`src/rtl/sfb_pkg.sv`:
```
// Shared types, codes and CRC-8 helpers for the sensor frame builder.
// No dependencies; used by every module of the block but sfb_checker.
package sfb_pkg;

   // Request operation codes
   typedef enum logic [2:0] {
      OP_MEM_READ = 3'd0,
      OP_EE_WRITE = 3'd1,
      OP_NOP      = 3'd2,
      OP_GET1     = 3'd3,
      OP_CHECK    = 3'd4
   } op_type;

   // What the back end does with a queued entry
   typedef enum logic [1:0] {
      KIND_NONE  = 2'd0,
      KIND_BUILD = 2'd1,
      KIND_CHECK = 2'd2
   } kind_type;

   // Configuration register indexes
   localparam logic [7:0] CSR_MEM_READ_CODE = 8'd0;
   localparam logic [7:0] CSR_EE_WRITE_CODE = 8'd1;
   localparam logic [7:0] CSR_NOP_CODE      = 8'd2;
   localparam logic [7:0] CSR_GET1_CODE     = 8'd3;

   localparam logic [7:0] CRC_INIT = 8'hFF;
   localparam logic [7:0] CRC_POLY = 8'h2F;

   // EEPROM write keys, indexed by {addr[5:4], addr[3:1]}
   localparam logic [15:0] EE_KEY_ROM [0:31] = '{
      16'd17485, 16'd31053, 16'd57190, 16'd57724,
      16'd7899,  16'd53543, 16'd26763, 16'd12528,
      16'd38105, 16'd51302, 16'd16209, 16'd24847,
      16'd13134, 16'd52339, 16'd14530, 16'd18350,
      16'd55636, 16'd64477, 16'd40905, 16'd45498,
      16'd24411, 16'd36677, 16'd4213,  16'd48843,
      16'd6368,  16'd5907,  16'd31384, 16'd63325,
      16'd3562,  16'd19816, 16'd6995,  16'd3147
   };

   // One queued entry: bytes 0..6 of the frame plus the reply CRC byte
   typedef struct packed {
      kind_type    kind;
      logic [55:0] msg;
      logic [7:0]  rx_crc;
   } entry_type;

   // Fold one byte into the running CRC (MSB first, no reflection)
   function automatic logic [7:0] crc8_byte(input logic [7:0] crc, input logic [7:0] data);
      logic [7:0] c;
      c = crc ^ data;
      for (int k = 0; k < 8; k++) begin
         if (c[7]) begin
            c = {c[6:0], 1'b0} ^ CRC_POLY;
         end else begin
            c = {c[6:0], 1'b0};
         end
      end
      return c;
   endfunction

endpackage

```
`src/rtl/sfb_front.sv`:
```
// Front end: holds the command code registers, classifies each request
// and lays out frame bytes 0..6. Depends on sfb_pkg.
module sfb_front import sfb_pkg::*; (
   input  logic        clock,
   input  logic        reset,
   // request fields
   input  logic [2:0]  req_op,
   input  logic [15:0] req_addr0,
   input  logic [15:0] req_addr1,
   input  logic [15:0] req_word_value,
   input  logic [7:0]  req_message_type,
   input  logic [63:0] req_rx_frame,
   // configuration writes
   input  logic        csr_write,
   input  logic [7:0]  csr_index,
   input  logic [7:0]  csr_data,
   // entry toward the queue
   output entry_type   entry
);

   logic [7:0]  mem_read_code_ff;
   logic [7:0]  ee_write_code_ff;
   logic [7:0]  nop_code_ff;
   logic [7:0]  get1_code_ff;
   logic [15:0] ee_key;
   logic [7:0]  ee_addr;

   // Command code registers
   always_ff @(posedge clock) begin
      if (reset) begin
         mem_read_code_ff <= '0;
         ee_write_code_ff <= '0;
         nop_code_ff      <= '0;
         get1_code_ff     <= '0;
      end else if (csr_write) begin
         unique case (csr_index)
            CSR_MEM_READ_CODE: mem_read_code_ff <= csr_data;
            CSR_EE_WRITE_CODE: ee_write_code_ff <= csr_data;
            CSR_NOP_CODE:      nop_code_ff      <= csr_data;
            CSR_GET1_CODE:     get1_code_ff     <= csr_data;
            default: ;
         endcase
      end
   end

   // Key lookup: address bit 0 and bits 7:6 do not take part
   assign ee_addr = req_addr0[7:0];
   assign ee_key  = EE_KEY_ROM[{ee_addr[5:4], ee_addr[3:1]}];

   // Classify and lay out bytes 0..6 (byte 0 in bits 7:0)
   always_comb begin
      entry.kind   = KIND_NONE;
      entry.msg    = '0;
      entry.rx_crc = '0;
      unique case (op_type'(req_op))
         OP_MEM_READ: begin
            entry.kind = KIND_BUILD;
            entry.msg  = {mem_read_code_ff, 16'h0000, req_addr1, req_addr0};
         end
         OP_EE_WRITE: begin
            entry.kind = KIND_BUILD;
            entry.msg  = {ee_write_code_ff, req_word_value, ee_key,
                          2'b00, ee_addr[5:0], 8'h00};
         end
         OP_NOP: begin
            entry.kind = KIND_BUILD;
            entry.msg  = {nop_code_ff, 16'h0000, req_word_value, 16'h0000};
         end
         OP_GET1: begin
            entry.kind = KIND_BUILD;
            entry.msg  = {req_message_type | get1_code_ff, 16'h0000,
                          req_word_value[7:0], req_word_value[15:8], 16'h0000};
         end
         OP_CHECK: begin
            entry.kind   = KIND_CHECK;
            entry.msg    = req_rx_frame[55:0];
            entry.rx_crc = req_rx_frame[63:56];
         end
         default: ;
      endcase
   end

endmodule

```
`src/rtl/sfb_queue.sv`:
```
// Small register FIFO between the front and back ends.
// Depends on sfb_pkg for the entry type.
module sfb_queue import sfb_pkg::*; #(
   parameter int DEPTH = 4
) (
   input  logic      clock,
   input  logic      reset,
   input  logic      push,
   input  entry_type push_entry,
   output logic      full,
   input  logic      pop,
   output logic      head_valid,
   output entry_type head_entry
);

   localparam int PTR_W = (DEPTH > 1) ? $clog2(DEPTH) : 1;
   localparam int CNT_W = $clog2(DEPTH + 1);
   localparam logic [PTR_W-1:0] LAST = PTR_W'(DEPTH - 1);

   entry_type        store_ff [0:DEPTH-1];
   logic [PTR_W-1:0] wr_ptr_ff;
   logic [PTR_W-1:0] rd_ptr_ff;
   logic [CNT_W-1:0] count_ff;
   logic             do_pop;

   assign full       = (count_ff == CNT_W'(DEPTH));
   assign head_valid = (count_ff != '0);
   assign head_entry = store_ff[rd_ptr_ff];
   assign do_pop     = pop && head_valid;

   // Entry storage
   always_ff @(posedge clock) begin
      if (push) begin
         store_ff[wr_ptr_ff] <= push_entry;
      end
   end

   // Pointers and fill count
   always_ff @(posedge clock) begin
      if (reset) begin
         wr_ptr_ff <= '0;
         rd_ptr_ff <= '0;
         count_ff  <= '0;
      end else begin
         if (push) begin
            wr_ptr_ff <= (wr_ptr_ff == LAST) ? '0 : wr_ptr_ff + 1'b1;
         end
         if (do_pop) begin
            rd_ptr_ff <= (rd_ptr_ff == LAST) ? '0 : rd_ptr_ff + 1'b1;
         end
         if (push && !do_pop) begin
            count_ff <= count_ff + 1'b1;
         end else if (do_pop && !push) begin
            count_ff <= count_ff - 1'b1;
         end
      end
   end

endmodule

```
`src/rtl/sfb_back.sv`:
```
// Back end: two-stage CRC-8 pipeline and the response register.
// Depends on sfb_pkg.
module sfb_back import sfb_pkg::*; (
   input  logic        clock,
   input  logic        reset,
   // queue head
   input  logic        head_valid,
   input  entry_type   head_entry,
   output logic        pop,
   // response channel
   output logic        rsp_valid,
   input  logic        rsp_stall,
   output logic [63:0] rsp_tx_frame,
   output logic        rsp_crc_ok,
   output logic [13:0] rsp_angle_raw
);

   logic        s1_valid_ff;
   entry_type   s1_entry_ff;
   logic [7:0]  s1_crc_ff;
   logic [7:0]  s1_crc_in;

   logic        out_valid_ff;
   logic [63:0] tx_frame_ff;
   logic        crc_ok_ff;
   logic [13:0] angle_ff;
   logic [63:0] tx_frame_in;
   logic        crc_ok_in;
   logic [13:0] angle_in;
   logic [7:0]  crc_final;

   logic        out_load;
   logic        s1_load;

   assign out_load = !out_valid_ff || !rsp_stall;
   assign s1_load  = !s1_valid_ff || out_load;
   assign pop      = s1_load;

   // Stage 1: CRC over bytes 0..3
   always_comb begin
      s1_crc_in = CRC_INIT;
      for (int i = 0; i < 4; i++) begin
         s1_crc_in = crc8_byte(s1_crc_in, head_entry.msg[8*i +: 8]);
      end
   end

   always_ff @(posedge clock) begin
      if (reset) begin
         s1_valid_ff <= 1'b0;
      end else if (s1_load) begin
         s1_valid_ff <= head_valid;
      end
   end

   always_ff @(posedge clock) begin
      if (s1_load) begin
         s1_entry_ff <= head_entry;
         s1_crc_ff   <= s1_crc_in;
      end
   end

   // Stage 2: bytes 4..6, final inversion, result fields
   always_comb begin
      crc_final = s1_crc_ff;
      for (int i = 4; i < 7; i++) begin
         crc_final = crc8_byte(crc_final, s1_entry_ff.msg[8*i +: 8]);
      end
      crc_final = ~crc_final;

      tx_frame_in = '0;
      crc_ok_in   = 1'b0;
      angle_in    = '0;
      case (s1_entry_ff.kind)
         KIND_BUILD: tx_frame_in = {crc_final, s1_entry_ff.msg};
         KIND_CHECK: begin
            crc_ok_in = (crc_final == s1_entry_ff.rx_crc);
            angle_in  = {s1_entry_ff.msg[13:8], s1_entry_ff.msg[7:0]};
         end
         default: ;
      endcase
   end

   // Response register
   always_ff @(posedge clock) begin
      if (reset) begin
         out_valid_ff <= 1'b0;
      end else if (out_load) begin
         out_valid_ff <= s1_valid_ff;
      end
   end

   always_ff @(posedge clock) begin
      if (out_load) begin
         tx_frame_ff <= tx_frame_in;
         crc_ok_ff   <= crc_ok_in;
         angle_ff    <= angle_in;
      end
   end

   assign rsp_valid     = out_valid_ff;
   assign rsp_tx_frame  = tx_frame_ff;
   assign rsp_crc_ok    = crc_ok_ff;
   assign rsp_angle_raw = angle_ff;

endmodule

```
`src/rtl/spi_sensor_frame_builder_crc8.sv`:
```
// Top level of the sensor SPI frame builder and reply checker.
// Instantiates sfb_front, sfb_queue and sfb_back; depends on sfb_pkg.
//
// Builds 8-byte command frames (memory read, EEPROM write, NOP, GET1) with
// the command code in byte 6 and a CRC-8 (poly 0x2F, init 0xFF, inverted)
// in byte 7, and checks reply frames (CRC match plus 14-bit raw angle).
// One request is accepted per cycle while req_stall is low, and one response
// comes out per request, through the queue register and then a two-stage
// CRC pipeline of four and three byte steps. req_stall rises only when the
// QUEUE_DEPTH-entry queue is full, which happens only after rsp_stall has held
// the back end. Command code registers are written through csr_*; the user
// must write them only while the block is idle, which the block itself does
// not enforce. csr_ready is always high and indexes beyond 3 are ignored.
module spi_sensor_frame_builder_crc8 import sfb_pkg::*; #(
   parameter int QUEUE_DEPTH = 4
) (
   input  logic        clock,
   input  logic        reset,
   // request channel
   input  logic        req_valid,
   output logic        req_stall,
   input  logic [2:0]  req_op,
   input  logic [15:0] req_addr0,
   input  logic [15:0] req_addr1,
   input  logic [15:0] req_word_value,
   input  logic [7:0]  req_message_type,
   input  logic [63:0] req_rx_frame,
   // response channel
   output logic        rsp_valid,
   input  logic        rsp_stall,
   output logic [63:0] rsp_tx_frame,
   output logic        rsp_crc_ok,
   output logic [13:0] rsp_angle_raw,
   // configuration channel
   input  logic        csr_valid,
   output logic        csr_ready,
   input  logic [7:0]  csr_index,
   input  logic [7:0]  csr_data
);

   entry_type front_entry;
   entry_type head_entry;
   logic      q_full;
   logic      q_push;
   logic      q_pop;
   logic      head_valid;

   assign csr_ready = 1'b1;
   assign req_stall = q_full;
   assign q_push    = req_valid && !q_full;

   sfb_front u_front (
      .clock            (clock),
      .reset            (reset),
      .req_op           (req_op),
      .req_addr0        (req_addr0),
      .req_addr1        (req_addr1),
      .req_word_value   (req_word_value),
      .req_message_type (req_message_type),
      .req_rx_frame     (req_rx_frame),
      .csr_write        (csr_valid && csr_ready),
      .csr_index        (csr_index),
      .csr_data         (csr_data),
      .entry            (front_entry)
   );

   sfb_queue #(
      .DEPTH (QUEUE_DEPTH)
   ) u_queue (
      .clock      (clock),
      .reset      (reset),
      .push       (q_push),
      .push_entry (front_entry),
      .full       (q_full),
      .pop        (q_pop),
      .head_valid (head_valid),
      .head_entry (head_entry)
   );

   sfb_back u_back (
      .clock         (clock),
      .reset         (reset),
      .head_valid    (head_valid),
      .head_entry    (head_entry),
      .pop           (q_pop),
      .rsp_valid     (rsp_valid),
      .rsp_stall     (rsp_stall),
      .rsp_tx_frame  (rsp_tx_frame),
      .rsp_crc_ok    (rsp_crc_ok),
      .rsp_angle_raw (rsp_angle_raw)
   );

endmodule

```
`config.mk`:
```
export PLATFORM = sky130hd
export DESIGN_NAME = spi_sensor_frame_builder_crc8
export DESIGN_NICKNAME = d
export VERILOG_FILES = /design/src/rtl/sfb_pkg.sv /design/src/rtl/sfb_front.sv /design/src/rtl/sfb_queue.sv /design/src/rtl/sfb_back.sv /design/src/rtl/spi_sensor_frame_builder_crc8.sv
export SDC_FILE = /design/constraint.sdc
export NUM_CORES = 1
export LEC_CHECK = 0
export BUFFER_PORTS_ARGS = -buffer_cell sky130_fd_sc_hd__buf_2
export CAP_MARGIN = 20
export CORE_ASPECT_RATIO = 1.75
export CORE_UTILIZATION = 61
export CTS_BUF_LIST = sky130_fd_sc_hd__clkbuf_4
export DETAILED_ROUTE_END_ITERATION = 8
export HOLD_SLACK_MARGIN = 0.02
export PLACE_DENSITY = 0.82
export SYNTH_ARGS = -nofsm -noshare
export SYNTH_HDL_FRONTEND = slang
export SYNTH_HIERARCHICAL = 1
export SYNTH_SLANG_ARGS = --single-unit
export TNS_END_PERCENT = 20
```
`constraint.sdc`:
```
create_clock -name clock -period 5.8 [get_ports clock]
set_clock_uncertainty 0.05 [all_clocks]
set_input_delay 0.58 -clock clock [delete_from_list [all_inputs] [get_ports clock]]
set_output_delay 0.58 -clock clock [all_outputs]
set_load 0.005 [all_outputs]
```
[Yosys cells after proc, flatten, opt, wreduce, memory -nomap -nowiden]
Memories as Yosys holds them, arrays and structs flattened. A register that Yosys moved wholly into a read port is not among the register bits.
Cells that the tools add are included.
Operators by class
  $add $sub $neg: 4
  magnitude comparators: 1
  equal/unequal tests: 13
  muxes and demuxes: 68
  bitwise operators: 66
  reductions and logical operators: 20
Operators with widths (number)
  two-way mux 6 bit: 56
  case mux 58 bit (5 select lines): 1
  inverter 5 bit: 56
  XOR 8 bit: 6
  two-way mux 16 bit: 2
  == test 8 x 2 -> 1 bit, second input constant: 2
  inverter 8 bit: 2
  == test 8 x 1 -> 1 bit, second input constant: 1
  == test 8 bit: 1
  zero test 8 bit: 1
  two-way mux 2 bit: 4
  two-way mux 8 bit: 1
  OR 8 bit: 1
  AND reduction 2 bit: 4
  == test 2 bit, second input constant: 3
  == test 3 x 2 -> 1 bit, second input constant: 2
  == test 3 bit, second input constant: 2
  >= comparator 6 bit, second input constant: 1
  zero test 1 bit: 6
  two-way mux 3 bit: 2
  inverter 5 -> 6 bit: 1
  adder 2 x 1 -> 2 bit, second input constant: 2
  logical AND 1 bit: 4
  adder 3 x 1 -> 3 bit, second input constant: 1
  other kinds (8): 10
Word-level totals
  register bits: 194
  RAM bits: 264
  memory bits (read-only): 512
  output and inout bits: 82
  word-level logic and storage cells: 191
  memories kept: 2
Memory list
  (no name shown): depth 32, bits a word 16, rd ports 1, clocked after Yosys merged registers in 0, wr ports 0, line sfb_front.sv:48  | assign ee_key = EE_KEY_ROM[{ee_addr[5:4], ee_addr[3:1]}];
  u_queue.store_ff: depth 4, bits a word 66, rd ports 1, clocked after Yosys merged registers in 1, wr ports 1, line sfb_queue.sv:20  | entry_type store_ff [0:DEPTH-1];

[Depth between registers and ports, before layout]
  depth in word-level cells: 68
  depth in mapped cells: 11

[Modules after synthesis]
Netlist, hierarchy kept.
By module, submodules not included
  sfb_queue: times used 1, cells an instance 388, area an instance 9967.1 µm², sequential area each 8107.8 µm²
  sfb_back: times used 1, cells an instance 449, area an instance 7654.8 µm², sequential area each 4634.4 µm²
  sfb_front: times used 1, cells an instance 506, area an instance 3637.2 µm², sequential area each 640.6 µm²
  spi_sensor_frame_builder_crc8: times used 1, cells an instance 3, area an instance 25.0 µm², sequential area each 0.0 µm²

[Worst setup path before layout]
OpenSTA, ideal clock, no wires.
  kind: input-to-reg
  from: in rsp_stall
  to: reg u_queue.count_ff[2]
  setup time: 70 ps
  arrival time: 4217 ps
  data required time: 5680 ps
  path slack: 1463 ps
  cell stages on the path: 8
  path buffers: 0
  cells stage by stage: nand3_1 -> o31ai_2 -> ha_1 -> inv_1 -> fa_1 -> xor2_1 -> or3_1 -> a21oi_1
On the way
  word-level cells in the longest chain between the ends: 7
  elaborated cells between the ends (all ways): 9
Ends and longest elaborated chain
  from (decl): line spi_sensor_frame_builder_crc8.sv:30  | input logic rsp_stall,
  zero test 1 bit (*): line sfb_back.sv:35  | assign out_load = !out_valid_ff || !rsp_stall;
  logical OR 1 bit (*): line sfb_back.sv:35
  logical OR 1 bit (*): line sfb_back.sv:36  | assign s1_load = !s1_valid_ff || out_load;
  logical AND 1 bit (*): line sfb_queue.sv:29  | assign do_pop = pop && head_valid;
  zero test 1 bit: line sfb_queue.sv:51  | if (push && !do_pop) begin
  logical AND 1 bit: line sfb_queue.sv:51
  two-way mux 3 bit or nonzero test 2 bit (tied branches)
  to (signal assigned): line sfb_queue.sv:52  | count_ff <= count_ff + 1'b1;
  to (signal assigned): line sfb_queue.sv:54  | count_ff <= count_ff - 1'b1;
  to (decl): line sfb_queue.sv:23  | logic [CNT_W-1:0] count_ff;
Mark *: on every way between the ends. The rest lies on a longest branch, timed or not.
A chain may end at the register's enable or synchronous reset.

==> metrics.cfg <==
[critical_path]
worstSetupPathType = reg2reg
critPathRequiredTime_ns = 6.24
regToRegSetupSlack_ns = 1.33
worstReg2RegEnd = u_back/s1_crc_ff[3]$_DFFE_PP_
worstRegToRegCells = 9
path_max_fanout = 25
crit_path_end_kind = register
endpoint = u_back/s1_crc_ff[3]$_DFFE_PP_
start_kind = register
arrival_ns = 4.90

[grt]
gr-usage-all-layers = 0.2642
grt_pass1_vias = 12960
antenna_found_initial = 2
grt_max_degree = 74
overflow = 0
grt_pass1_wl_um = 69310

[sta]
fmax_mhz = 223.9
holdWs_ns = 0.1363
period_minus_slack_ns = 4.467
maxSlewHeadroom = 0.2943
min_period_over_period = 0.7702
finalSetupTns_ns = 0
rsz0062_at_grt = false
finalSetupViolCount = 0
finalMaxSlewViolations = 0
final_hold_viol_count = 0
fin_ws_ns = 1.333
worstMarginPinSlew_ns = 1.056

[clock_tree]
cts-root-buf = clkbuf_4
cts_sinks = 460
numCtsBuffers = 96
clock_path_buffers = 3
clk_pin_slew_ns = 0.08
clock_latency_ns = 0.76
cts_tree = yes
htreeDepth = 3
post_cts_resized = 0

[status]
status = finished clean

[floorplan]
top_level_ports = 226
dieArea_mm2 = 0.03567
fp.dieH_um = 249.1
initial_core_util = 0.6177
die_w_um = 143.2
coreArea_mm2 = 0.03446
rows = 90

[min_path]
hold_class = in2reg

[place]
portBuffers = 224
gp_congestion = 0.9065
place_ws_ns = 1.388
dp_hpwl_um = 31730

[flow_run]
maxCapViolCount = 0

[drt]
drtAntennaViolNets = 0
dr_total_vias = 12290
drc = 0
viasPerCell = 5.688
drt_iter0_drc = 750
drt_pass1_iterations = 5
wl_per_cell_um = 20.95
totalWireLength_um = 45270

[yosys]
synth_cell_types = 72
synth.largest_area_cell = edfxtp_1
ys_seq_area_frac = 0.6288
async_reset_ff_frac = 0
synth_top_cell_area_share = 0.5883
yosys_most_used_dff = edfxtp_1
synth_area_leaders = edfxtp_1, mux4_2, dfxtp_1
syn_inst = 1346
ys_ff_latch = 460
yosysWarningCount = 6
syn_nets = 1505
synth_edf_count = 417
synthesis.area_mm2 = 0.02128
synth_area_per_cell_um2 = 15.81

[finish]
utilization = 0.7010
multiInputGateArea_mm2 = 0.007498
area_growth_pct = 13.49
drive_above_1_share = 0.3055
register_area_mm2 = 0.01339
fill_cells = 2274
finish.net_count = 1778

==> stage by stage <==
step	std cells	cell area, um^2
4_1_cts	2159	24150
3_3_place_gp	1972	22760
2_1_floorplan	1346	21280
3_5_place_dp	1972	22760
6_report	2161	24150
5_1_grt	2161	24150
==> worst max-delay path: stages, from the launching register on <==
cell and delay [ns]:
dfxtp_4 0.68, mux4_2 0.67, xnor2_2 0.38, xor3_1 0.48, xnor3_1 0.45, xnor2_2 0.32, xnor3_1 0.54, xor2_1 0.29
xor2_1 0.22, xnor2_1 0.08
==> flip-flops by register name, indices dropped and copies added, names as in the netlist, 14 cells and up, named ones only <==
register	flops
u_queue/store_ff	264
u_back/s1_entry_ff	66
u_back/rsp_tx_frame	64
u_back/rsp_angle_raw	14
==> cell usage after synthesis, types with 4 or more instances <==
cell and number:
edfxtp_1 417, nor2_1 122, xnor2_1 89, and2_1 83, mux4_2 67, mux2i_1 66, a21oi_1 52, dfxtp_1 43
xor2_1 39, clkbuf_1 35, xnor3_1 32, o21ai_0 27, nand2_1 24, buf_2 22, mux2_2 16, and3_1 15
ha_1 14, inv_1 14, a22oi_1 13, nand3_1 11, xor3_1 10, o211ai_1 9, buf_6 7, nor2b_1 7
xnor2_2 7, a211oi_1 6, nand2b_1 6, buf_4 5, nor3b_1 5, xnor3_2 5, a211o_1 4, buf_1 4
o221ai_1 4, o32ai_1 4, or3_1 4
==> layout make-up <==
class,instances,share of cell area
flip-flops and latches,460,0.5543
multi-input cells,798,0.3104
repair buffers,249,0.05512
clock buffers,133,0.04134
well taps,460,0.02383
clock inverters,45,0.01264
inverters,14,0.002176
diodes,2,0.0002072
==> metal layers <==
| layer | part of all wire | up-vias | track usage |
|---|---|---|---|
| met5 | 0 | - | 0 |
| met2 | 0.53 | 506 | 0.4552 |
| met3 | 0.057 | 109 | 0.05017 |
| met4 | 0.048 | 0 | 0.1548 |
| li1 | - | 5679 | - |
| met1 | 0.37 | 5998 | 0.3036 |
==> worst min-delay path by stage <==
stage,end,cells past startpoint,start
final,u_queue/store_ff[1][1]$_DFFE_PP_,2,req_rx_frame[57]
after global routing,u_queue/store_ff[3][1]$_DFFE_PP_,2,req_rx_frame[57]
after CTS,u_queue/store_ff[3][1]$_DFFE_PP_,2,req_rx_frame[57]
after detailed placement,u_front/ee_write_code_ff[2]$_SDFFE_PP0P_,2,u_front/ee_write_code_ff[2]$_SDFFE_PP0P_
after global placement,u_front/mem_read_code_ff[3]$_SDFFE_PP0P_,2,u_front/mem_read_code_ff[3]$_SDFFE_PP0P_
after floorplan,u_back/rsp_valid$_SDFFE_PP0P_,2,u_back/s1_valid_ff$_SDFFE_PP0P_
==> cell usage in the layout (no fill, tap or decap), types with 15 or more instances in the layout <==
cell type	instances
xor2_1	39
mux4_2	67
clkinv_1	24
o21ai_0	27
dfxtp_1	41
clkbuf_4	133
mux2i_1	66
buf_2	224
buf_4	16
nand2_1	23
xnor2_1	89
mux2_2	16
and2_1	79
xnor3_1	32
a21oi_1	52
nor2_1	122
edfxtp_1	417
and3_1	15
==> cell families after synthesis <==
kind of cell | count (synthesis) | share of synthesized area
simple gates | 300 | 0.07348
xor+xnor | 187 | 0.1134
fa+ha+maj | 15 | 0.009171
other cells | 1 | 0.0001762
compound gates | 146 | 0.04438
mux | 149 | 0.1104
buf+inv | 88 | 0.02022
flops | 460 | 0.6288
==> timing repair <==
item | in CTS | in global routing
setup buffers | 0 | 0
hold buffers | 9 | 0
endpoints found under the hold margin | 33 | 0
Power is left out: the tool's default activity adds up to more than one toggle a clock period on the data nets, which glitch-free logic cannot reach.
